==> src/rtl/skt_pkg.sv <==
// Shared types and codes for the sorted key table.
package skt_pkg;

    // Operation codes carried in the request mode bit
    localparam logic MODE_INSERT = 1'b0;
    localparam logic MODE_LOOKUP = 1'b1;

    // Result status codes
    typedef enum logic [2:0] {
        ST_INSERTED  = 3'd0,
        ST_DUPLICATE = 3'd1,
        ST_FULL      = 3'd2,
        ST_FOUND     = 3'd3,
        ST_NOT_FOUND = 3'd4
    } skt_status_t;

    // Controller states
    typedef enum logic [1:0] {
        S_IDLE,
        S_SCAN,
        S_APPLY
    } skt_state_t;

    // One request transfer
    typedef struct packed {
        logic               mode;
        logic signed [31:0] part_key;
        logic signed [31:0] quantity;
    } skt_in_t;

    // One result transfer
    typedef struct packed {
        skt_status_t        status;
        logic signed [31:0] found_quantity;
    } skt_out_t;

    // Entry contents handed from one cell to the next
    typedef struct packed {
        logic               valid;
        logic               lt;
        logic signed [31:0] key;
        logic signed [31:0] qty;
    } skt_link_t;

    // Match accumulator rippling down the chain
    typedef struct packed {
        logic               hit;
        logic signed [31:0] qty;
    } skt_res_t;

endpackage

==> src/rtl/skt_cell.sv <==
// One entry cell of the sorted chain: compare, shift on insert, pass match.
module skt_cell (
    input  logic              clk,
    input  logic              rst_n,
    input  logic signed [31:0] cmd_key,
    input  logic signed [31:0] cmd_qty,
    input  logic              insert_en,
    input  skt_pkg::skt_link_t prev_link,
    input  skt_pkg::skt_res_t  prev_res,
    output skt_pkg::skt_link_t link,
    output skt_pkg::skt_res_t  res
);

    logic               valid_reg;
    logic               valid_next;
    logic signed [31:0] key_reg;
    logic signed [31:0] key_next;
    logic signed [31:0] qty_reg;
    logic signed [31:0] qty_next;
    skt_pkg::skt_res_t  res_reg;
    skt_pkg::skt_res_t  res_next;
    logic               lt;
    logic               hit;

    // Compare the stored key against the broadcast key
    assign lt  = valid_reg && (key_reg < cmd_key);
    assign hit = valid_reg && (key_reg == cmd_key);

    // Keep, take the new entry, or take the neighbor's entry
    always_comb
    begin
        valid_next = valid_reg;
        key_next   = key_reg;
        qty_next   = qty_reg;
        if (insert_en)
        begin
            valid_next = valid_reg | prev_link.valid;
            priority if (lt)
            begin
                key_next = key_reg;
                qty_next = qty_reg;
            end
            else if (prev_link.lt)
            begin
                key_next = cmd_key;
                qty_next = cmd_qty;
            end
            else
            begin
                key_next = prev_link.key;
                qty_next = prev_link.qty;
            end
        end
    end

    // Accumulate the match from upstream cells
    always_comb
    begin
        res_next.hit = prev_res.hit | hit;
        res_next.qty = prev_res.qty | (hit ? qty_reg : 32'sd0);
    end

    // Hold the valid flag
    always_ff @(posedge clk or negedge rst_n)
    begin
        if (!rst_n)
        begin
            valid_reg <= 1'b0;
        end
        else
        begin
            valid_reg <= valid_next;
        end
    end

    // Hold entry payload and match accumulator
    always_ff @(posedge clk)
    begin
        key_reg <= key_next;
        qty_reg <= qty_next;
        res_reg <= res_next;
    end

    assign link.valid = valid_reg;
    assign link.lt    = lt;
    assign link.key   = key_reg;
    assign link.qty   = qty_reg;
    assign res        = res_reg;

endmodule

==> src/rtl/sorted_key_table_core.sv <==
// Top level of the sorted key table: controller and chain of entry cells.
//
//   channel  | handshake              | payload
//   ---------+------------------------+--------------------------------------
//   request  | start, busy            | request (mode, part_key, quantity)
//   result   | result_valid (strobe)  | result (status, found_quantity)
//
// An operation keeps busy high through the scan and apply states. During the
// scan the match ripples one cell per cycle down the chain; the apply state
// decides the status and shifts the cells on an insert. The result strobe comes
// in the cycle busy drops, and a new start is taken in that same cycle.
// Reset empties the table at once; the receiver cannot stall results.
module sorted_key_table_core #(
    parameter int CAPACITY = 16
) (
    input  logic             clk,
    input  logic             rst_n,
    input  logic             start,
    output logic             busy,
    input  skt_pkg::skt_in_t request,
    output logic             result_valid,
    output skt_pkg::skt_out_t result
);

    localparam int CW = (CAPACITY > 1) ? $clog2(CAPACITY) : 1;

    skt_pkg::skt_state_t state_reg;
    skt_pkg::skt_state_t state_next;
    logic [CW-1:0]       count_reg;
    logic [CW-1:0]       count_next;
    skt_pkg::skt_in_t    cmd_reg;
    logic                out_valid_reg;
    logic                out_valid_next;
    skt_pkg::skt_out_t   out_reg;
    skt_pkg::skt_out_t   out_next;
    logic                insert_en;
    logic                accept;
    logic                full;
    skt_pkg::skt_res_t   tail_res;

    skt_pkg::skt_link_t  link [CAPACITY+1];
    skt_pkg::skt_res_t   res  [CAPACITY+1];

    assign accept = start && (state_reg == skt_pkg::S_IDLE);

    // Head of the chain: new entry goes to cell 0 unless a smaller key is there
    assign link[0].valid = 1'b1;
    assign link[0].lt    = 1'b1;
    assign link[0].key   = 32'sd0;
    assign link[0].qty   = 32'sd0;
    assign res[0].hit    = 1'b0;
    assign res[0].qty    = 32'sd0;

    // Build the row of cells
    for (genvar i = 0; i < CAPACITY; i++)
    begin : g_cell
        skt_cell u_cell (
            .clk       (clk),
            .rst_n     (rst_n),
            .cmd_key   (cmd_reg.part_key),
            .cmd_qty   (cmd_reg.quantity),
            .insert_en (insert_en),
            .prev_link (link[i]),
            .prev_res  (res[i]),
            .link      (link[i+1]),
            .res       (res[i+1])
        );
    end

    assign full     = link[CAPACITY].valid;
    assign tail_res = res[CAPACITY];

    // Next state, status decision and insert enable
    always_comb
    begin
        state_next     = state_reg;
        count_next     = count_reg;
        out_valid_next = 1'b0;
        out_next       = out_reg;
        insert_en      = 1'b0;
        unique case (state_reg)
            skt_pkg::S_IDLE:
            begin
                if (start)
                begin
                    state_next = skt_pkg::S_SCAN;
                    count_next = '0;
                end
            end
            skt_pkg::S_SCAN:
            begin
                count_next = count_reg + CW'(1);
                if (count_reg == CW'(CAPACITY - 1))
                begin
                    state_next = skt_pkg::S_APPLY;
                end
            end
            skt_pkg::S_APPLY:
            begin
                state_next              = skt_pkg::S_IDLE;
                out_valid_next          = 1'b1;
                out_next.found_quantity = 32'sd0;
                if (cmd_reg.mode == skt_pkg::MODE_INSERT)
                begin
                    priority if (full)
                    begin
                        out_next.status = skt_pkg::ST_FULL;
                    end
                    else if (tail_res.hit)
                    begin
                        out_next.status = skt_pkg::ST_DUPLICATE;
                    end
                    else
                    begin
                        out_next.status = skt_pkg::ST_INSERTED;
                        insert_en       = 1'b1;
                    end
                end
                else
                begin
                    if (tail_res.hit)
                    begin
                        out_next.status         = skt_pkg::ST_FOUND;
                        out_next.found_quantity = tail_res.qty;
                    end
                    else
                    begin
                        out_next.status = skt_pkg::ST_NOT_FOUND;
                    end
                end
            end
            default:
            begin
                state_next = skt_pkg::S_IDLE;
            end
        endcase
    end

    // Hold control state
    always_ff @(posedge clk or negedge rst_n)
    begin
        if (!rst_n)
        begin
            state_reg     <= skt_pkg::S_IDLE;
            count_reg     <= '0;
            out_valid_reg <= 1'b0;
        end
        else
        begin
            state_reg     <= state_next;
            count_reg     <= count_next;
            out_valid_reg <= out_valid_next;
        end
    end

    // Capture the command on a transfer; register the result
    always_ff @(posedge clk)
    begin
        if (accept)
        begin
            cmd_reg <= request;
        end
        out_reg <= out_next;
    end

    assign busy         = (state_reg != skt_pkg::S_IDLE);
    assign result_valid = out_valid_reg;
    assign result       = out_reg;

endmodule

==> config.mk <==
export PLATFORM = sky130hd
export DESIGN_NAME = sorted_key_table_core
export DESIGN_NICKNAME = d
export VERILOG_FILES = /design/src/rtl/skt_pkg.sv /design/src/rtl/skt_cell.sv /design/src/rtl/sorted_key_table_core.sv
export SDC_FILE = /design/constraint.sdc
export NUM_CORES = 2
export LEC_CHECK = 0
export BUFFER_PORTS_ARGS = -buffer_cell sky130_fd_sc_hd__buf_2
export CORE_ASPECT_RATIO = 0.5
export CORE_MARGIN = 5
export CORE_UTILIZATION = 55
export DETAILED_ROUTE_END_ITERATION = 6
export GPL_ROUTABILITY_DRIVEN = 0
export GPL_TIMING_DRIVEN = 1
export PLACE_DENSITY_LB_ADDON = 0.3
export SLEW_MARGIN = 20
export SYNTH_ARGS = -nofsm -noshare
export SYNTH_HDL_FRONTEND = slang
export SYNTH_SLANG_ARGS = --single-unit
==> constraint.sdc <==
create_clock -name clk -period 6.4 [get_ports clk]
set_input_delay 0.96 -clock clk [delete_from_list [all_inputs] [get_ports clk]]
set_output_delay 0.96 -clock clk [all_outputs]
set_load 0.1 [all_outputs]
After elaboration in Yosys (flattened, before gate mapping)
Cells that the tools add are included.
- add/sub/neg operators: 1
- $lt $le $gt $ge: 16
- equality and inequality tests: 21
- muxes and demuxes: 59
- bitwise operators: 61
- reduce and logical (&&, ||, !) cells: 55
- operators with widths (kind ; number):
    2-to-1 mux 32 bit ; 45
    == test 32 bit ; 16
    < comparator 32 bit ; 16
    bitwise OR 32 bit ; 15
    AND reduction 2 bit ; 19
    logical AND 1 bit ; 33
    bitwise OR 1 bit ; 30
    inverter 1 bit ; 16
    case mux 4 bit (2 select lines) ; 1
    2-to-1 mux 1 bit ; 6
    2-to-1 mux 2 bit ; 3
    2-to-1 mux 3 bit ; 2
    adder 4 x 1 -> 4 bit (second input constant) ; 1
    == test 4 bit (second input constant) ; 1
    2-to-1 mux 4 bit ; 1
    != test 2 bit (second input constant) ; 2
    case mux 2 bit (2 select lines) ; 1
    nonzero test 2 bit ; 2
    == test 2 x 1 -> 1 bit (second input constant) ; 1
    == test 2 bit (second input constant) ; 1
    logical NOT 2 bit ; 1
- register bits: 1675
- input bits: 68
- output and inout port bits: 37
- word-level logic and storage cells: 301

Longest topological paths before layout
- depth after elaboration: 5
- gate-level depth with buffers: 12
- depth with buffers taken out: 9

By module
Synthesis repeated with hierarchy kept, for this count alone.
- cell total of the unflattened synthesis: 5379
- area, all modules: 75513.7 sq um
- by module, submodules not included (module ; times used ; cells each ; area an instance (sq um) ; seq. area each (sq um)):
    skt_cell at g_cell[0].u_cell ... ; 11 ; 325 ; 4491.8 ; 2607.5
    skt_cell at g_cell[6].u_cell ... ; 4 ; 325 ; 4499.3 ; 2607.5
    skt_cell at g_cell[12].u_cell ; 1 ; 329 ; 4530.6 ; 2607.5
    sorted_key_table_core ; 1 ; 175 ; 3575.9 ; 3178.0

Least setup slack after synthesis
No wires, ideal clock.
- path kind: reg-to-reg
- start point: reg cmd_reg[62] (netlist bit)
- end point: reg g_cell[0].u_cell.key_reg[0], enable pin
- library setup time: 0.487 ns
- arrival: 5.590 ns
- data required time: 5.913 ns
- path slack: 0.323 ns
- cell stages (with the launch flop): 13
- path buffers: 3
- clock period less this slack: 6.077 ns
- path through: edfxtp_1 -> clkbuf_1 -> inv_1 -> ha_1 -> a21oi_1 -> nand2_1 -> a221o_1 -> or3_1 -> or3_1 -> and3_4 -> buf_12 -> buf_12 -> nor2_1
- word-level cells in the longest chain between the ends: 4
- RTL lines (what ; line ; RTL):
    from (decl) ; sorted_key_table_core.sv:31 ; skt_pkg::skt_in_t cmd_reg;
    from (signal assigned) ; sorted_key_table_core.sv:161 ; cmd_reg <= request;
    < comparator 32 bit ; skt_cell.sv:26 ; assign lt = valid_reg && (key_reg < cmd_key);
    logical AND 1 bit ; skt_cell.sv:26 ;
    inverter 1 bit (no source line) ; n/a ;
    AND reduction 2 bit (no source line) ; n/a ;
    to (signal assigned) ; skt_cell.sv:79 ; key_reg <= key_next;
    to (decl) ; skt_cell.sv:16 ; logic signed [31:0] key_reg;
No other way between the ends.
A chain may end at the register's enable or synchronous reset.

Final worst setup path
- start point: reg cmd_reg[49] (netlist bit)
- end point: reg g_cell[6].u_cell.key_reg[20], data pin
- word-level cells in the longest chain between the ends: 3
- RTL lines (what ; line ; RTL):
    < comparator 32 bit ; skt_cell.sv:26 ;
    logical AND 1 bit ; skt_cell.sv:26 ;
    2-to-1 mux 32 bit ; skt_cell.sv:43 ; else if (prev_link.lt)
    to (signal assigned) ; skt_cell.sv:79 ;
    to (decl) ; skt_cell.sv:16 ;
No other way between the ends.

==> flow_summary.ini <==
[status]
status = completed

[floorplanning]
die_h_um = 267
start_util = 0.553
die_area_sq_mm = 0.140
core.rowCount = 94
coreArea_sq_mm = 0.131
ios = 105
die_x_um = 524

[synthesis]
netlist_area_sq_mm = 0.0727
synthCells = 4867
synth_seq_area_share = 0.618
synth.avg_cell_area_sq_um = 14.9
synth_edf_count = 1124
async_flop_share = 0.0137
ys_warn_count = 0
ys_types = 52
synth_fp_nets = 5448
synth-seq-cells = 1675
ys.flop_type = edfxtp_1

[clock_network]
clk_root_buffer_cell = clkbuf_16
hold_buffers = 0
cts_resized = 0
htreeDepth = 4
cts.path.max_buffers = 3
postCtsSetupBuffers = 0
cts-buffers-inserted = 146
clk_latency_ps = 790
cts_tree = yes
clk_pin_slew_ps = 60
clock_sinks = 1675

[critical_path]
critical_path_class = reg -> reg
cp.arrival_ps = 6000
crit_fanout = 17
worstSetupEndpointType = register
required_ps = 6910
worst_setup_path_start_kind = register

[sta]
min_period_ps = 5490
finalCritPeriodShare = 0.857
rsz0062_at_grt = false
fin_skew_ps = 35.7
maxSlewViolCount = 0
hold_viol = 0
fin_ws_ps = 912
finalSetupViolCount = 0
worst_pin_slew_ps = 1230
fin_setup_tns_ps = 0
slew_headroom = 0.176
fmaxAchievable_ghz = 0.182

[job]
max-cap-violations = 0

[finish]
area_growth_pct = 11.0
nets = 5577
largest_reg_flops = 528
final_common_cell = edfxtp_1
drive_gt1_frac = 0.275
layout_common_cells = 1,124 x edfxtp_1, 853 x mux2_2, 528 x dfxtp_1

[power_and_ir_drop]
leakagePower_uw = 0.0335
power_density_mw_per_mm2 = 284
ir_worst_vdd_v = 0.000263

[global_route]
grt_max_degree = 66
grt_pass1_wl_mm = 274
overflow = 0
grt_use_total = 0.261
antenna_found_initial = 8
grt_pass1_vias = 42686

[detailed_routing]
vias = 42006
post-route-drc-count = 0
drt_iter0_markers = 4448
routedWlPerCell_um = 26.5
vias_per_cell = 6.09
ant_nets = 0
wl_mm = 183
drt_pre_antenna_iters = 5

[place]
port_buffers = 104
pre_cts_slack_ps = 1090
dp_hpwl_mm = 129

[hold_path]
hp-class = in -> async
==> cell usage after synthesis, types with 6 or more instances <==
| master | instances | area (sq um) |
|---|---|---|
| a221o_1 | 15 | 150 |
| inv_1 | 78 | 293 |
| and4_1 | 22 | 193 |
| a21oi_1 | 184 | 921 |
| mux2_1 | 58 | 653 |
| nor3_1 | 26 | 130 |
| a211oi_1 | 9 | 67.6 |
| nor2b_1 | 8 | 50.1 |
| buf_1 | 34 | 128 |
| nor2_1 | 51 | 191 |
| or3_1 | 6 | 37.5 |
| nand3_1 | 57 | 285 |
| o211ai_1 | 19 | 143 |
| nor4_1 | 26 | 163 |
| buf_12 | 6 | 120 |
| nand2_1 | 128 | 480 |
| mux2_2 | 853 | 9610 |
| buf_4 | 15 | 113 |
| buf_2 | 83 | 415 |
| ha_1 | 513 | 6420 |
| mux2_4 | 49 | 736 |
| nor3b_1 | 6 | 45.0 |
| a21o_1 | 511 | 3840 |
| or2_2 | 16 | 100 |
| a211o_1 | 6 | 52.6 |
| mux2i_1 | 11 | 110 |
| nand4_1 | 102 | 638 |
| and3_1 | 38 | 238 |
| nand2b_1 | 18 | 113 |
| a221oi_1 | 18 | 158 |
| clkbuf_1 | 97 | 364 |
| edfxtp_1 | 1124 | 33800 |
| and2_1 | 34 | 213 |
| o21ai_0 | 59 | 295 |
| dfxtp_1 | 528 | 10600 |
| dfrtp_1 | 23 | 576 |
==> critical path: stages, from the launching register on <==
cell and delay [ps]:
edfxtp_1 840, inv_1 640, ha_1 520, nand4_1 250, nor4_1 990, nor3b_1 340, a211o_1 200, mux2i_4 600
buf_4 440, mux2_2 380
==> area by class of cell <==
class                           instances  area, sq um
Antenna cell                            6         15.0
Clock inverter                         72          956
Multi-Input combinational cell       2878        26700
Tap cell                             1776         2220
Sequential cell                      1675        44900
Inverter                               79          298
Timing Repair Buffer                  216         1610
Fill cell                            9534        50700
Clock buffer                          194         4020
==> final timing paths <==
kind,to,start,cells past startpoint,slack (ps)
min reg2reg,g_cell[1].u_cell.res[22],g_cell[0].u_cell.res[22],1,390
min in group clk,cmd_reg[64],request[64],1,350
max,g_cell[6].u_cell.key_reg[20],cmd_reg[49],9,910
max reg2reg,g_cell[6].u_cell.key_reg[20],cmd_reg[49],9,910
max in group asynchronous,g_cell[2].u_cell.valid_reg,rst_n,1,5550
min,state_reg[1],rst_n,1,270
==> logic make-up (layout without fill, tap and decap cells) <==
family / Yosys count / in the layout / synth area share
AND/OR/NAND/NOR: 546 / 546 / 0.0406
AO/OA/AOI/OAI: 848 / 848 / 0.0806
buffers and inverters: 314 / 561 / 0.0198
flip-flops: 1675 / 1675 / 0.618
other: 0 / 6 / 0
multiplexers: 971 / 971 / 0.153
adder cells (fa/ha/maj): 513 / 513 / 0.0883
==> stage by stage <==
step                      cell area (sq um)  utilization  power [uW]  instances  hold WS (ps)
after floorplan                       72700            -       13100       4867           382
after global placement                75700        0.576       13800       6623           384
after detailed placement              75700        0.576       13900       6623           387
after CTS                             80600        0.614       23000       6889           236
after global routing                  80700        0.614       23700       6890           275
final                                 80700        0.614       22900       6896           275
==> per-layer routing <==
metal	part of all wire	routed length, um	vias to the layer above	track usage
li1	-	-	18851	-
met1	0.46	83800	21051	0.396
met2	0.40	73900	1763	0.359
met3	0.11	20300	337	0.0789
met4	0.027	4960	4	0.0802
met5	0.00015	27	-	0
==> report_power, final <==
group,switching [uW],leakage (uW),total [uW],internal (uW)
clock network,4120,0.00242,9150,5030
logic,1180,0.0164,1750,568
registers,385,0.0146,12000,11600
Note: power is estimated with default switching activity, not from simulation.
